==> src/hw/rtl/lle_pkg.sv <==
// ----------------------------------------------------------------------------
// LED level envelope package
// Shared widths, constants, register indexes, sequencer states and the
// structures passed between the envelope modules.
// ----------------------------------------------------------------------------
package lle_pkg;

	// Field widths.
	localparam int unsigned LevelW   = 15;
	localparam int unsigned AttackW  = 18;
	localparam int unsigned DecayW   = 17;
	localparam int unsigned VolW     = 17;
	localparam int unsigned QuotW    = 16;
	localparam int unsigned LedW     = 8;
	localparam int unsigned CfgDataW = 18;
	localparam int unsigned CfgIdxW  = 2;
	localparam int unsigned MulAW    = 17;
	localparam int unsigned MulBW    = 18;
	localparam int unsigned ProdW    = MulAW + MulBW;

	// Volume constants in Q1.16.
	localparam logic [VolW-1:0] VOL_ONE  = 17'd65536;
	localparam logic [VolW-1:0] VOL_HUMP = 17'd655;

	// Register indexes on the configuration port.
	localparam logic [CfgIdxW-1:0] REG_WINDOW_LOW  = 2'd0;
	localparam logic [CfgIdxW-1:0] REG_WINDOW_HIGH = 2'd1;
	localparam logic [CfgIdxW-1:0] REG_ATTACK_GAIN = 2'd2;
	localparam logic [CfgIdxW-1:0] REG_DECAY_GAIN  = 2'd3;

	// Register reset values.
	localparam logic [LevelW-1:0]  RST_WINDOW_LOW  = 15'd17152;
	localparam logic [LevelW-1:0]  RST_WINDOW_HIGH = 15'd20480;
	localparam logic [AttackW-1:0] RST_ATTACK_GAIN = 18'd72427;
	localparam logic [DecayW-1:0]  RST_DECAY_GAIN  = 17'd64884;

	// Sequencer states.
	typedef enum logic [3:0] {
		S_IDLE,
		S_RANGE,
		S_DIVIDE,
		S_COMPARE,
		S_SCALE,
		S_DECAY,
		S_ATTACK,
		S_FINISH
	} state_t;

	// Configuration register set.
	typedef struct packed {
		logic [LevelW-1:0]  window_low_db;
		logic [LevelW-1:0]  window_high_db;
		logic [AttackW-1:0] attack_gain;
		logic [DecayW-1:0]  decay_gain;
	} cfg_t;

	// Result offered by the sequencer to the output register.
	typedef struct packed {
		logic            valid;
		logic [LedW-1:0] brightness;
	} res_t;

endpackage

==> src/hw/rtl/lle_div.sv <==
// ----------------------------------------------------------------------------
// LED level envelope divider
// Restoring radix-2 divider producing a 16-bit quotient of (a << 16) / d,
// one quotient bit per cycle. The caller guarantees a < d.
// ----------------------------------------------------------------------------
module lle_div (
	input  logic                           clk,
	input  logic                           arst_n,
	input  logic                           start,
	input  logic [lle_pkg::LevelW-1:0]     numer,
	input  logic [lle_pkg::LevelW-1:0]     denom,
	output logic                           done,
	output logic [lle_pkg::QuotW-1:0]      quot
);

	logic                        busy_q;
	logic                        done_q;
	logic [3:0]                  cnt_q;
	logic [lle_pkg::QuotW-1:0]   rem_q;
	logic [lle_pkg::QuotW-1:0]   quot_q;
	logic [lle_pkg::LevelW-1:0]  denom_q;
	logic [lle_pkg::QuotW:0]     trial;
	logic                        fits;

	// Trial subtraction of the divisor from the doubled remainder.
	always_comb begin
		trial = {rem_q, 1'b0} - {2'b00, denom_q};
		fits  = ~trial[lle_pkg::QuotW];
	end

	// Control: busy while the quotient is formed, then a one-cycle done pulse.
	always_ff @(posedge clk or negedge arst_n) begin
		if (!arst_n) begin
			busy_q <= 1'b0;
			done_q <= 1'b0;
			cnt_q  <= '0;
		end else begin
			done_q <= 1'b0;
			if (start) begin
				busy_q <= 1'b1;
				cnt_q  <= '0;
			end else if (busy_q) begin
				cnt_q <= cnt_q + 4'd1;
				if (cnt_q == 4'd15) begin
					busy_q <= 1'b0;
					done_q <= 1'b1;
				end
			end
		end
	end

	// Datapath: remainder and quotient shift registers.
	always_ff @(posedge clk) begin
		if (start) begin
			rem_q   <= {1'b0, numer};
			quot_q  <= '0;
			denom_q <= denom;
		end else if (busy_q) begin
			rem_q  <= fits ? trial[lle_pkg::QuotW-1:0] : {rem_q[lle_pkg::QuotW-2:0], 1'b0};
			quot_q <= {quot_q[lle_pkg::QuotW-2:0], fits};
		end
	end

	assign done = done_q;
	assign quot = quot_q;

endmodule

==> src/hw/rtl/lle_core.sv <==
// ----------------------------------------------------------------------------
// LED level envelope core
// Sequencer that maps a level to a target volume, by the divider inside the
// window, and applies decay or attack with one shared, registered multiplier.
// ----------------------------------------------------------------------------
module lle_core (
	input  logic                        clk,
	input  logic                        arst_n,
	input  lle_pkg::cfg_t               cfg,
	input  logic                        start,
	input  logic [lle_pkg::LevelW-1:0]  level,
	input  logic                        res_ready,
	output logic                        idle,
	output lle_pkg::res_t               res
);

	lle_pkg::state_t                state_q, state_d;
	logic [lle_pkg::LevelW-1:0]     level_q;
	logic [lle_pkg::VolW-1:0]       held_q;
	logic [lle_pkg::VolW-1:0]       vol_q;
	logic                           decay_q;
	logic                           small_q;
	logic [lle_pkg::ProdW-1:0]      prod_q;

	logic                           div_start;
	logic                           div_done;
	logic [lle_pkg::QuotW-1:0]      div_quot;
	logic                           below_low;
	logic                           above_high;
	logic [18:0]                    p_x5;
	logic                           p_small;
	logic [lle_pkg::VolW-1:0]       gain_sat;
	logic [lle_pkg::VolW-1:0]       short_full;
	logic [lle_pkg::VolW-1:0]       short_eff;
	logic [lle_pkg::MulAW-1:0]      mul_a;
	logic [lle_pkg::MulBW-1:0]      mul_b;
	logic [18:0]                    prod_hi;
	logic                           rise_limited;
	logic [18:0]                    next_wide;
	logic [lle_pkg::VolW-1:0]       vol_new;
	logic [24:0]                    led_wide;

	lle_div u_div (
		.clk    (clk),
		.arst_n (arst_n),
		.start  (div_start),
		.numer  (level_q - cfg.window_low_db),
		.denom  (cfg.window_high_db - cfg.window_low_db),
		.done   (div_done),
		.quot   (div_quot)
	);

	// Window tests and decay terms.
	always_comb begin
		below_low  = level_q <= cfg.window_low_db;
		above_high = level_q >= cfg.window_high_db;
		p_x5       = {held_q, 2'b00} + {2'b00, held_q};
		p_small    = p_x5 < 19'd65536;
		gain_sat   = (cfg.decay_gain > lle_pkg::VOL_ONE) ? lle_pkg::VOL_ONE : cfg.decay_gain;
		short_full = lle_pkg::VOL_ONE - gain_sat;
		short_eff  = small_q ? prod_q[32:16] : short_full;
	end

	// New volume from the last product or the target, clamped to full scale.
	always_comb begin
		prod_hi      = prod_q[34:16];
		rise_limited = (prod_hi > {2'b00, held_q}) && (prod_hi > {2'b00, lle_pkg::VOL_HUMP});
		if (decay_q) begin
			next_wide = prod_hi;
		end else if (rise_limited && (prod_hi < {2'b00, vol_q})) begin
			next_wide = prod_hi;
		end else begin
			next_wide = {2'b00, vol_q};
		end
		vol_new = (next_wide > {2'b00, lle_pkg::VOL_ONE}) ? lle_pkg::VOL_ONE
			: next_wide[lle_pkg::VolW-1:0];
		led_wide = {vol_new, 8'h00} - {8'h00, vol_new};
	end

	// Next-state logic.
	always_comb begin
		state_d = state_q;
		unique case (state_q)
			lle_pkg::S_IDLE: begin
				if (start) state_d = lle_pkg::S_RANGE;
			end
			lle_pkg::S_RANGE: begin
				if (below_low || above_high) state_d = lle_pkg::S_COMPARE;
				else state_d = lle_pkg::S_DIVIDE;
			end
			lle_pkg::S_DIVIDE: begin
				if (div_done) state_d = lle_pkg::S_COMPARE;
			end
			lle_pkg::S_COMPARE: begin
				if (vol_q < held_q) begin
					state_d = p_small ? lle_pkg::S_SCALE : lle_pkg::S_DECAY;
				end else begin
					state_d = lle_pkg::S_ATTACK;
				end
			end
			lle_pkg::S_SCALE:  state_d = lle_pkg::S_DECAY;
			lle_pkg::S_DECAY:  state_d = lle_pkg::S_FINISH;
			lle_pkg::S_ATTACK: state_d = lle_pkg::S_FINISH;
			lle_pkg::S_FINISH: begin
				if (res_ready) state_d = lle_pkg::S_IDLE;
			end
			default: state_d = lle_pkg::S_IDLE;
		endcase
	end

	// Output and operand selection per state.
	always_comb begin
		idle           = 1'b0;
		div_start      = 1'b0;
		res.valid      = 1'b0;
		res.brightness = led_wide[23:16];
		mul_a          = held_q;
		mul_b          = cfg.attack_gain;
		unique case (state_q)
			lle_pkg::S_IDLE:   idle = 1'b1;
			lle_pkg::S_RANGE:  div_start = ~(below_low | above_high);
			lle_pkg::S_SCALE: begin
				mul_a = short_full;
				mul_b = {2'b00, p_x5[15:0]};
			end
			lle_pkg::S_DECAY: begin
				mul_a = held_q;
				mul_b = {1'b0, lle_pkg::VOL_ONE - short_eff};
			end
			lle_pkg::S_FINISH: res.valid = 1'b1;
			default: ;
		endcase
	end

	// State register.
	always_ff @(posedge clk or negedge arst_n) begin
		if (!arst_n) begin
			state_q <= lle_pkg::S_IDLE;
			held_q  <= '0;
		end else begin
			state_q <= state_d;
			if (state_q == lle_pkg::S_FINISH && res_ready) held_q <= vol_new;
		end
	end

	// Datapath registers, including the shared multiplier's product, which is
	// held while a finished result waits for the output register.
	always_ff @(posedge clk) begin
		if (state_q != lle_pkg::S_FINISH) begin
			prod_q <= lle_pkg::ProdW'(mul_a) * lle_pkg::ProdW'(mul_b);
		end
		if (state_q == lle_pkg::S_IDLE && start) level_q <= level;
		if (state_q == lle_pkg::S_RANGE) begin
			vol_q <= above_high && !below_low ? lle_pkg::VOL_ONE : '0;
		end
		if (state_q == lle_pkg::S_DIVIDE && div_done) vol_q <= {1'b0, div_quot};
		if (state_q == lle_pkg::S_COMPARE) begin
			decay_q <= vol_q < held_q;
			small_q <= p_small;
		end
	end

endmodule

==> src/hw/rtl/led_level_envelope.sv <==
// ----------------------------------------------------------------------------
// LED level envelope
// Attack/decay envelope follower turning a dB level into an LED drive value.
// Each level passes the sequencer states RANGE, DIVIDE (only when the level
// falls inside the window, in the serial divider), COMPARE, SCALE (only for a
// decay from a low volume), DECAY or ATTACK, and FINISH, which holds while
// the output is stalled. One item at a time: the next transfer is taken the
// cycle after the result has left the sequencer.
// Reset clears the held volume and loads the default window and gains.
// ----------------------------------------------------------------------------
module led_level_envelope (
	input  logic                          clk,
	input  logic                          arst_n,
	input  logic                          cfg_we,
	input  logic [lle_pkg::CfgIdxW-1:0]   cfg_index,
	input  logic [lle_pkg::CfgDataW-1:0]  cfg_wdata,
	input  logic                          in_valid,
	output logic                          in_stall,
	input  logic [lle_pkg::LevelW-1:0]    level_db,
	output logic                          out_valid,
	input  logic                          out_stall,
	output logic [lle_pkg::LedW-1:0]      led_brightness
);

	lle_pkg::cfg_t              cfg_q;
	lle_pkg::res_t              res;
	logic                       core_idle;
	logic                       out_free;
	logic                       out_valid_q;
	logic [lle_pkg::LedW-1:0]   led_q;

	// Configuration registers.
	always_ff @(posedge clk or negedge arst_n) begin
		if (!arst_n) begin
			cfg_q.window_low_db  <= lle_pkg::RST_WINDOW_LOW;
			cfg_q.window_high_db <= lle_pkg::RST_WINDOW_HIGH;
			cfg_q.attack_gain    <= lle_pkg::RST_ATTACK_GAIN;
			cfg_q.decay_gain     <= lle_pkg::RST_DECAY_GAIN;
		end else if (cfg_we) begin
			unique case (cfg_index)
				lle_pkg::REG_WINDOW_LOW:  cfg_q.window_low_db  <= cfg_wdata[lle_pkg::LevelW-1:0];
				lle_pkg::REG_WINDOW_HIGH: cfg_q.window_high_db <= cfg_wdata[lle_pkg::LevelW-1:0];
				lle_pkg::REG_ATTACK_GAIN: cfg_q.attack_gain    <= cfg_wdata;
				lle_pkg::REG_DECAY_GAIN:  cfg_q.decay_gain     <= cfg_wdata[lle_pkg::DecayW-1:0];
				default: ;
			endcase
		end
	end

	// Input transfers are taken only while the sequencer is idle.
	assign in_stall = ~core_idle;
	assign out_free = ~out_valid_q | ~out_stall;

	lle_core u_core (
		.clk       (clk),
		.arst_n    (arst_n),
		.cfg       (cfg_q),
		.start     (in_valid & core_idle),
		.level     (level_db),
		.res_ready (out_free),
		.idle      (core_idle),
		.res       (res)
	);

	// Output register holding a finished result until its transfer.
	always_ff @(posedge clk or negedge arst_n) begin
		if (!arst_n) begin
			out_valid_q <= 1'b0;
		end else if (out_free) begin
			out_valid_q <= res.valid;
		end
	end

	always_ff @(posedge clk) begin
		if (out_free && res.valid) led_q <= res.brightness;
	end

	assign out_valid      = out_valid_q;
	assign led_brightness = led_q;

endmodule

==> config.mk <==
export PLATFORM = sky130hd
export DESIGN_NAME = led_level_envelope
export DESIGN_NICKNAME = d
export VERILOG_FILES = /design/src/hw/rtl/lle_pkg.sv /design/src/hw/rtl/lle_div.sv /design/src/hw/rtl/lle_core.sv /design/src/hw/rtl/led_level_envelope.sv
export SDC_FILE = /design/constraint.sdc
export NUM_CORES = 1
export LEC_CHECK = 0
export ABC_AREA = 1
export BUFFER_PORTS_ARGS = -buffer_cell sky130_fd_sc_hd__buf_4
export CELL_PAD_IN_SITES_DETAIL_PLACEMENT = 1
export CELL_PAD_IN_SITES_GLOBAL_PLACEMENT = 2
export CORE_ASPECT_RATIO = 1.5
export CORE_MARGIN = 5
export CORE_UTILIZATION = 32
export CTS_BUF_LIST = sky130_fd_sc_hd__clkbuf_4 sky130_fd_sc_hd__clkbuf_8
export CTS_CLUSTER_SIZE = 25
export DETAILED_ROUTE_END_ITERATION = 12
export PLACE_DENSITY = 0.8
export SLEW_MARGIN = 15
export SYNTH_ARGS = -nofsm -noshare
export SYNTH_HDL_FRONTEND = slang
export SYNTH_HIERARCHICAL = 1
export SYNTH_SLANG_ARGS = --single-unit
export TNS_END_PERCENT = 1
==> constraint.sdc <==
create_clock -name clk -period 8.6 [get_ports clk]
set_input_delay 0.43 -clock clk [delete_from_list [all_inputs] [get_ports clk]]
set_output_delay 0.43 -clock clk [all_outputs]
set_load 0.01 [all_outputs]
==> metrics, run 1 <==
synthesized area about 25000 µm²; Die H about 350 µm; largest net degree at the start of global routing 70; commonest non-fill, non-tap cell in the layout nand2_1; status completed; DR vias ~22000; Setup CP Type reg2reg; vias per std cell just under 5; PortBufs 49; Top FF cell, synth edfxtp_1; CP startpoint cfg_q[0]; FF-to-FF Start cfg_q[0]; Setup Viol. Count Final 0; ys async rst share around 46%; Setup crit end u_core/prod_q[33]; H-tree depth 4; die area ~84000 µm²; Post-Layout Cell Count ~4400; Max-slew headroom between 20% and 30%; fin. max-slew vios 0; CP endpoint kind flip-flop; crit-path max FO 9; DRT antenna net count 0; period utilisation layout approximately 95%; count of cell types in the netlist 62; Fin Setup TNS 0 ns; DRC Markers 0; Initial DRC Count 896; Root Buffer clkbuf_8; max_cap viols 0; CP Depth 36; Clk Latency, worst-skew pair roughly 0.53 ns; GRT Total Usage a little over a fifth; startpoint types flip-flop; CP peak stage delay around 0.61 ns; r2r setup slk 0.40 ns; grt ovf 0; hold_ws between 0.08 and 0.09 ns; R2R depth 36; skew final roughly 0.033 ns; sequential area share after synthesis 21.69%; CP Buf/Inv Count 8; Mapped Avg Cell Area about 7.6 µm²; CP delay by family, top adder cells; Synth Net Count around 3800; final hold violations 0; Seq cells post-synth 200; Worst-Margin Slew ~1.1 ns; clock buffer depth 2; first-pass GRT wire length around 140 mm; post-DP HPWL about 75 mm; ant diodes 0; worst path required time a little under 9 ns; Worst EP arrival ~8.5 ns; number of global-route vias before repair 23553; RSZ-0062 raised after global routing true; most frequent CP cell fa_1; Layout area overhead 9.794%; Crit Reg-Reg Endpoint u_core/prod_q[33]; post-layout util between 30% and 40%; clock slew at reported path FFs around 0.12 ns; Die X roughly 240 µm; maximum clock rate 0.1219 GHz; First-pass DRT Iterations 4; Num CTS Buffers 17; initial antenna violation count 0; Top Ports 50; placed cell count 4332; Layout fillers approximately 9700; Initial Util 32.21%; routability cong. ~0.97; Post-synth EDFFs 90; worst min path class in2reg; NumNets Final approximately 3900; Tmin final around 8.2 ns; Post-Syn Instances roughly 3300; cell row count between 100 and 150; Core ar. approximately 77000 µm²; layout cell share with drive strength beyond 1 10.26%; Routed WL a little under 90 mm; Synthesis Warnings 6; Max stage delay cell, worst path fa_1; most frequent cells in the layout 805 x nand2_1, 655 x inv_1, 242 x nor2_1; CTS sink cnt 200; CTS tree done; WL per Instance about 20 µm
## worst reg2reg max path, delay by kind of cell (launching register included)
family / cells / cell delay (ns)
DFF: 1 / 0.40
AOI/OAI and AO/OA: 5 / 0.75
buffers and inverters: 8 / 0.89
and+or+nand+nor: 13 / 1.73
xor gates and xnor gates: 1 / 0.10
adders and majority gates: 9 / 4.06
## stage by stage
step | area, µm² | setup slack [ns]
floorplan | 24890 | 0.6091
global placement | 26740 | 0.08516
detailed placement | 26740 | -0.02829
CTS | 27190 | 0.02918
global route | 27330 | -0.04505
finish | 27330 | 0.3969
## cells by family after synthesis
| kind of cell | after synthesis | synth area share [%] |
|---|---|---|
| compound gates | 363 | 8.300 |
| xor+xnor | 63 | 2.247 |
| fa+ha+maj | 482 | 31.50 |
| buf+inv | 764 | 12.22 |
| flops | 200 | 21.69 |
| simple gates | 1391 | 24.05 |
## worst min path at each step
stage / start / to / depth (start not counted)
floorplan: arst_n / cfg_q[0] / 0
global placement: arst_n / u_core/u_div/cnt_q[3] / 1
detailed placement: arst_n / u_core/u_div/cnt_q[3] / 1
CTS: level_db[2] / u_core/level_q[2] / 1
global route: level_db[0] / u_core/level_q[0] / 1
finish: level_db[2] / u_core/level_q[2] / 1
## cells in the mapped netlist (17+ instances only)
cell      number  area [µm²]
nand4_1       67       419.2
clkbuf_1      38       142.6
nand2_1      809        3037
a21oi_1      152       760.7
nand2_2       25       156.4
buf_2         20       100.1
xor2_1        36       315.3
buf_4         17       127.6
edfxtp_1      90        2703
dfxtp_1       18       360.4
dfstp_2       26       683.2
inv_1        656        2462
nand3_1      151       755.7
xnor2_1       26       227.7
o21ai_0       99       495.5
o21ai_1       23       115.1
nor2_1       248       930.9
fa_1         241        4825
dfrtp_1       66        1652
nor2_2        18       112.6
ha_1         241        3015
## repair_timing
item | in CTS | in global routing
hold endpoints to repair | 27 | 0
pin swaps | 0 | 9
setup endpoints to repair | 4 | 17
hold buffers | 1 | 0
setup buffers | 0 | 5
resized for setup | 1 | 37
## final cells by class
type	instances	area, µm²	share of cell area [%]
clock buffer	17	234.0	0.8563
clock inverter	15	203.9	0.7464
inverter	671	2521	9.227
multi-input combinational	2299	16550	60.57
sequential	200	5398	19.75
tap	1016	1271	4.652
timing repair buffer	152	1147	4.199
## metal layers
metal	wire, µm	GRT usage [%]	share of wire, %	vias to the layer above
met5	0	0	0	-
met4	4890	9.593	5.6	0
met3	1845	1.682	2.1	144
met2	48060	41.17	55	342
met1	33120	23.12	38	10842
li1	-	-	-	10350
## sequential cells by signal, indices dropped and copies added, names as in the netlist
register,count
cfg_q,65
u_core/prod_q,19
u_core/held_q,17
u_core/vol_q,17
u_core/u_div/quot,16
u_core/u_div/rem_q,16
u_core/level_q,15
u_core/u_div/denom_q,15
led_brightness,8
u_core/u_div/cnt_q,4
u_core/state_q,3
out_valid,1
u_core/decay_q,1
u_core/small_q,1
u_core/u_div/busy_q,1
u_core/u_div/done,1
Power of run 1 is not shown: default switching activity piles up to over one toggle a cycle in this logic, so the estimate is an artifact.
==> run 2: changes to the inputs <==
--- a/config.mk
+++ b/config.mk
@@ -5,7 +5,6 @@
 export SDC_FILE = /design/constraint.sdc
 export NUM_CORES = 1
 export LEC_CHECK = 0
-export ABC_AREA = 1
 export BUFFER_PORTS_ARGS = -buffer_cell sky130_fd_sc_hd__buf_4
 export CELL_PAD_IN_SITES_DETAIL_PLACEMENT = 1
 export CELL_PAD_IN_SITES_GLOBAL_PLACEMENT = 2
@@ -15,7 +14,7 @@
 export CTS_BUF_LIST = sky130_fd_sc_hd__clkbuf_4 sky130_fd_sc_hd__clkbuf_8
 export CTS_CLUSTER_SIZE = 25
 export DETAILED_ROUTE_END_ITERATION = 12
-export PLACE_DENSITY = 0.8
+export PLACE_DENSITY = 0.76
 export SLEW_MARGIN = 15
 export SYNTH_ARGS = -nofsm -noshare
 export SYNTH_HDL_FRONTEND = slang
==> run 2 against run 1 <==
Net effect: cell count fell by 14%; critical endpoint is now u_core/prod_q[27]; first-iteration DRC count fell by 4.2%; the run now ends with setup timing left; critical path depth decreased by 4; setup slack lost 0.50 ns; core utilization rose by 2.7 points; highest routed layer is now met5.
==> metrics, run 2 <==
initial antenna violation count 3 (+3); Initial DRC Count 858 (-4.2%); CP peak stage delay 0.57 ns (-0.04 ns); NumNets Final 3326 (-14%); Worst-Margin Slew 1.150 ns (+0.03486 ns); failing checks setup timing; XOR/XNOR share of the synthesized area 3.163% (+0.92 points); sequential area share after synthesis 23.01% (+1.3 points); Compound-Gate Fraction of Synth Area 11.93% (+3.6 points); Routed WL 84.51 mm (-3.9%); Top reg by flops cfg_q; PortBufs 49 (unchanged); commonest non-fill, non-tap cell in the layout inv_1; r2r setup slk -0.1 ns (-0.50 ns); most frequent cells in the layout 413 x inv_1, 309 x buf_4, 259 x nand2_1; final hold violations 0 (unchanged); Layout fillers 8435 (-13%); cell row count 121 (-3.2%); Core ar. 72670 µm² (-5.9%); DR vias 19426 (-10%); Die X 231.1 µm (-2.8%); count leader, synth inv_1; Initial Util 32.28% (+0.069 points); fin. max-slew vios 0 (unchanged); die area 78930 µm² (-5.5%); Worst EP arrival 8.98 ns (+0.53 ns); Setup CP Type reg2reg; Area after DPL 26390 µm² (-1.3%); Tmin final 8.699 ns (+0.4959 ns); layout cell share with drive strength beyond 1 20.41% (+10 points); area fraction of the dominant cell type after synthesis 20.57% (+1.2 points); synthesized area 23460 µm² (-5.7%); Yosys top cell by area fa_1; maximum clock rate 0.1150 GHz (-5.7%); FF+latch area 5399 µm² (about the same); post-DP HPWL 71.40 mm (-4.6%); skew final 0.02310 ns (-0.009544 ns); post-route cell area 27640 µm² (+1.1%); Largest register FFs 65 (unchanged); largest family of logic cells by synthesized area adder cells; crit-path max FO 5 (-4); DRT antenna net count 0 (unchanged); worst path required time 8.89 ns (+0.04 ns); WL per Instance 22.60 µm (+12%); period utilisation layout 101.2% (+5.8 points); Mapped Avg Cell Area 9.192 µm² (+21%); DRC Markers 0 (unchanged); Root Buffer clkbuf_8; RSZ-0062 raised after global routing true; number of global-route vias before repair 22183 (-5.8%); H-tree depth 4 (unchanged); largest net degree at the start of global routing 73 (+4.3%); First-pass DRT Iterations 5 (+1); Layout area overhead 17.82%; Top Ports 50 (unchanged); Post-Syn Instances 2552 (-22%); Clk Latency, worst-skew pair 0.54 ns (about the same); startpoint types flip-flop; top flop regs cfg_q (65), u_core/prod_q (19); max_cap viols 0 (unchanged); min setup slack post-route -0.09901 ns (-0.4959 ns); Synth Area in Adders 33.42% (+1.9 points); Simple-Gate Fraction of Synth Area 15.09% (-9.0 points); most frequent CP cell fa_1; Setup Viol. Count Final 8 (+8); worst min path class in2reg; Seq cells post-synth 200 (unchanged); Num CTS Buffers 17 (unchanged); Multi-input gate area 16570 µm² (+0.11%); clock slew at reported path FFs 0.14 ns (+0.02 ns); Max stage delay cell, worst path or4_4; hold_ws 0.05344 ns (-0.03591 ns); CTS tree done; routability cong. 0.9692 (+0.40%); first-pass GRT wire length 128.8 mm (-5.3%); GRT Total Usage 21.35% (+0.20 points); CP endpoint kind flip-flop; Die H 341.6 µm (-2.8%); Post-synth EDFFs 90 (unchanged); Synth Net Count 3074 (-19%); grt ovf 0 (unchanged); status complete, but fails checks; CTS sink cnt 200 (unchanged); ys async rst share 46.00% (unchanged); Synthesis Warnings 6 (unchanged); Synth top cells by count 425 x inv_1, 261 x nand2_1, 251 x nor2_1, 241 x fa_1, 241 x ha_1; count of cell types in the netlist 103 (+66%); top post-synthesis cells by area fa_1 21%, ha_1 13%, edfxtp_1 12%, dfrtp_1 7.0%, inv_1 6.8%; Max-slew headroom 23.31% (-1.9 points); clock buffer depth 2 (unchanged); Top FF cell, synth edfxtp_1; mux contribution to synthesized area 4.854% (+4.9 points); vias per std cell 5.194 (+4.7%)
==> run 2: cell types whose count changed after synthesis, moves of 35 or more <==
| cell | previous run | this run |
|---|---|---|
| a21oi_1 | 152 | 94 |
| mux2i_1 | 0 | 35 |
| inv_1 | 656 | 425 |
| mux2_2 | 0 | 69 |
| nand3_1 | 151 | 32 |
| nand2_1 | 809 | 261 |
| nand4_1 | 67 | 12 |
==> run 2: logic make-up (layout without fill, tap and decap cells) <==
group | after synthesis | after routing
and+or+nand+nor | 757 | 757
buffers and inverters | 512 | 777
adders and majority gates | 482 | 482
AOI/OAI and AO/OA | 413 | 413
DFF | 200 | 200
muxes | 105 | 105
xor gates and xnor gates | 83 | 83
other | 0 | 1
==> run 2: area by class of cell <==
class,instances,area share [%]
multi-input cells,1840,59.94
flip-flops and latches,200,19.53
repair buffers,320,8.868
inverters,425,5.781
well taps,922,4.174
clock buffers,17,0.8465
clock inverters,15,0.8465
diodes,1,0.009054
==> run 2: worst paths after layout <==
path,end,depth (start not counted),from
setup / recovery,u_core/prod_q[27],32,cfg_q[1]
hold / removal,u_core/level_q[10],1,level_db[10]
setup reg to reg,u_core/prod_q[27],32,cfg_q[1]
hold reg to reg,u_core/u_div/quot[15],2,u_core/u_div/quot[15]
max in group asynchronous,u_core/held_q[1],3,arst_n
min in group asynchronous,cfg_q[51],2,arst_n
==> run 2: stage by stage <==
| step | setup TNS [ns] | worst slack [ns] | util (%) | instances |
|---|---|---|---|---|
| final | -0.4662 | -0.09901 | 38.03 | 3740 |
| after global routing | -3.174 | -0.3731 | 38.03 | 3740 |
| after CTS | -0.06540 | -0.03979 | 37.47 | 3718 |
| after detailed placement | -5.836 | -0.6287 | 36.31 | 3674 |
| after global placement | -4.403 | -0.5243 | 36.31 | 3674 |
| after floorplan | 0 | 0.02643 | - | 2552 |
==> run 2: worst max-delay path, delay by kind of cell (launching register included) <==
family	cells	cell delay [ns]
simple gates	9	2.55
flops	1	0.40
fa+ha+maj	7	3.38
compound gates	7	1.04
xor+xnor	2	0.30
buf+inv	7	0.76
==> run 2: timing repair <==
action	4_1_cts	5_1_grt
pin swaps	39	69
setup endpoints to repair	17	17
buffers inserted	11	22
hold buffers	1	0
resized for setup	67	56
endpoints found under the hold margin	18	0
==> run 2: metal layers <==
| metal | up-vias | track usage [%] | wire length, µm |
|---|---|---|---|
| li1 | 8970 | - | - |
| met1 | 9866 | 21.69 | 29860 |
| met2 | 368 | 41.24 | 46320 |
| met3 | 218 | 1.818 | 1747 |
| met4 | 4 | 13.88 | 6544 |
| met5 | - | 0 | 33 |
Power of run 2 is left out for the same reason.
==> run 3: changes to the inputs <==
--- a/config.mk
+++ b/config.mk
@@ -6,15 +6,13 @@
 export NUM_CORES = 1
 export LEC_CHECK = 0
 export BUFFER_PORTS_ARGS = -buffer_cell sky130_fd_sc_hd__buf_4
-export CELL_PAD_IN_SITES_DETAIL_PLACEMENT = 1
-export CELL_PAD_IN_SITES_GLOBAL_PLACEMENT = 2
 export CORE_ASPECT_RATIO = 1.5
 export CORE_MARGIN = 5
 export CORE_UTILIZATION = 32
-export CTS_BUF_LIST = sky130_fd_sc_hd__clkbuf_4 sky130_fd_sc_hd__clkbuf_8
+export CTS_BUF_LIST = sky130_fd_sc_hd__clkbuf_8
 export CTS_CLUSTER_SIZE = 25
 export DETAILED_ROUTE_END_ITERATION = 12
-export PLACE_DENSITY = 0.76
+export PLACE_DENSITY = 0.56
 export SLEW_MARGIN = 15
 export SYNTH_ARGS = -nofsm -noshare
 export SYNTH_HDL_FRONTEND = slang
==> run 3 against run 2 <==
Net effect: the run now ends clean; final area shrank 0.38%; maximum frequency grew 3.2%; register-to-register slack gained 0.27 ns; sequential cell count is the same; first-iteration DRC count shrank 9.9%; clock skew shrank 0.0069 ns; via count shrank 2.5%; worst hold slack gained 0.032 ns.
==> metrics, run 3 (synthesis gave the netlist of run 2 again) <==
Tmin final 8.432 ns (-0.2666 ns); number of global-route vias before repair 19645 (-11%); worst min path class in2reg; cell row count 121 (unchanged); crit-path max FO 8 (+3); largest net degree at the start of global routing 55 (-25%); initial antenna violation count 3 (unchanged); R2R depth 30 (-6.3%); DRT antenna net count 0 (unchanged); CTS tree done; CP endpoint kind flip-flop; GRT Total Usage 18.17% (-3.2 points); Die H 341.6 µm (unchanged); final hold violations 0 (unchanged); layout cell share with drive strength beyond 1 19.91% (-0.50 points); First-pass DRT Iterations 7 (+2); Worst-Margin Slew 1.116 ns (-0.03450 ns); max_cap viols 0 (unchanged); skew final 0.01623 ns (-0.006871 ns); Max stage delay cell, worst path or4_4; Largest register FFs 65 (unchanged); min setup slack post-route 0.1676 ns (+0.2666 ns); commonest non-fill, non-tap cell in the layout inv_1; PortBufs 49 (unchanged); RSZ-0062 raised after global routing true; most frequent cells in the layout 410 x inv_1, 276 x buf_4, 260 x nand2_1; first-pass GRT wire length 111.0 mm (-14%); Worst EP arrival 8.70 ns (-0.28 ns); period utilisation layout 98.05% (-3.1 points); Setup Viol. Count Final 0 (-8); CP delay by family, top adder cells; routability cong. 0.9497 (-2.0%); Initial DRC Count 773 (-9.9%); status completed; post-DP HPWL 60.48 mm (-15%); clock buffer depth 2 (unchanged); top flop regs cfg_q (65), u_core/prod_q (19); vias per std cell 5.096 (-1.9%); Top reg by flops cfg_q; hold path depth 1 (unchanged); CTS sink cnt 200 (unchanged); Die X 231.1 µm (unchanged); Routed WL 72.32 mm (-14%); NumNets Final 3302 (-0.72%); r2r setup slk 0.17 ns (+0.27 ns); worst path required time 8.87 ns (-0.02 ns); grt ovf 0 (unchanged); Layout area overhead 17.37%; pre-CTS setup slack -0.4896 ns (+0.1391 ns); Core ar. 72670 µm² (unchanged); Top Ports 50 (unchanged); clock slew at reported path FFs 0.10 ns (-0.04 ns); WL per Instance 19.46 µm (-14%); Setup CP Type reg2reg; maximum clock rate 0.1186 GHz (+3.2%); startpoint types flip-flop; CP peak stage delay 0.57 ns (about the same); Worst Hold End u_core/level_q[10]; Max-slew headroom 25.61% (+2.3 points); FF-to-FF Start cfg_q[2]; Clk Latency, worst-skew pair 0.52 ns (-0.02 ns); Fin Setup TNS 0 ns (+0.4662 ns); DRC Markers 0 (unchanged); Root Buffer clkbuf_8; fin. max-slew vios 0 (unchanged); Crit Reg-Reg Endpoint u_core/prod_q[26]; H-tree depth 4 (unchanged); Num CTS Buffers 17 (unchanged); DR vias 18935 (-2.5%); min-delay src level_db[10]; most frequent CP cell fa_1; Initial Util 32.28% (unchanged); CP Buf/Inv Count 8 (+1); die area 78930 µm² (unchanged)
[run 3: worst max path at each step]
stage               cells past startpoint       from           endpoint
global route                           31   cfg_q[2]  u_core/prod_q[27]
global placement                       32   cfg_q[0]  u_core/prod_q[27]
finish                                 30   cfg_q[2]  u_core/prod_q[26]
detailed placement                     32   cfg_q[0]  u_core/prod_q[27]
CTS                                    32   cfg_q[6]  u_core/prod_q[32]
floorplan                              34  cfg_q[16]  u_core/prod_q[27]
[run 3: what timing repair did]
| action | 4_1_cts | 5_1_grt |
|---|---|---|
| hold buffers | 1 | 0 |
| resized for setup | 49 | 90 |
| setup buffers | 11 | 24 |
| pin swaps | 27 | 89 |
| hold endpoints to repair | 33 | 0 |
| endpoints found under the setup margin | 16 | 16 |
[run 3: metrics by stage]
step | hold WS, ns | std cells | util, % | area (µm²)
global route | 0.04579 | 3716 | 37.89 | 27530
finish | 0.08557 | 3716 | 37.89 | 27530
detailed placement | 0.4713 | 3651 | 36.14 | 26270
global placement | 0.4770 | 3651 | 36.14 | 26270
CTS | 0.04309 | 3695 | 37.12 | 26970
floorplan | 0.1344 | 2552 | - | 23460
[run 3: layer usage]
metal / global-route usage, % / vias to the layer above / part of all wire (%)
li1: - / 8909 / -
met1: 19.13 / 9347 / 36
met2: 34.91 / 483 / 54
met3: 1.942 / 194 / 3.5
met4: 10.05 / 2 / 6.6
met5: 0 / - / 0.018
[run 3: worst register-to-register path, delay by kind of cell (launching register included)]
family                   cells  cell delay (ns)
adder cells (fa/ha/maj)      7             3.10
flip-flops                   1             0.38
AND/OR/NAND/NOR             10             2.68
XOR/XNOR                     1             0.13
AO/OA/AOI/OAI                4             0.82
buffers and inverters        8             1.07
[run 3: layout make-up]
type	instances	area [µm²]
flip-flops and latches	200	5399
clock inverters	15	176.4
inverters	425	1599
multi-input cells	1840	16630
fillers	7464	45140
repair buffers	296	2340
diodes	1	2.502
clock buffers	17	234.0
well taps	922	1154
Power of run 3 is left out for the same reason.
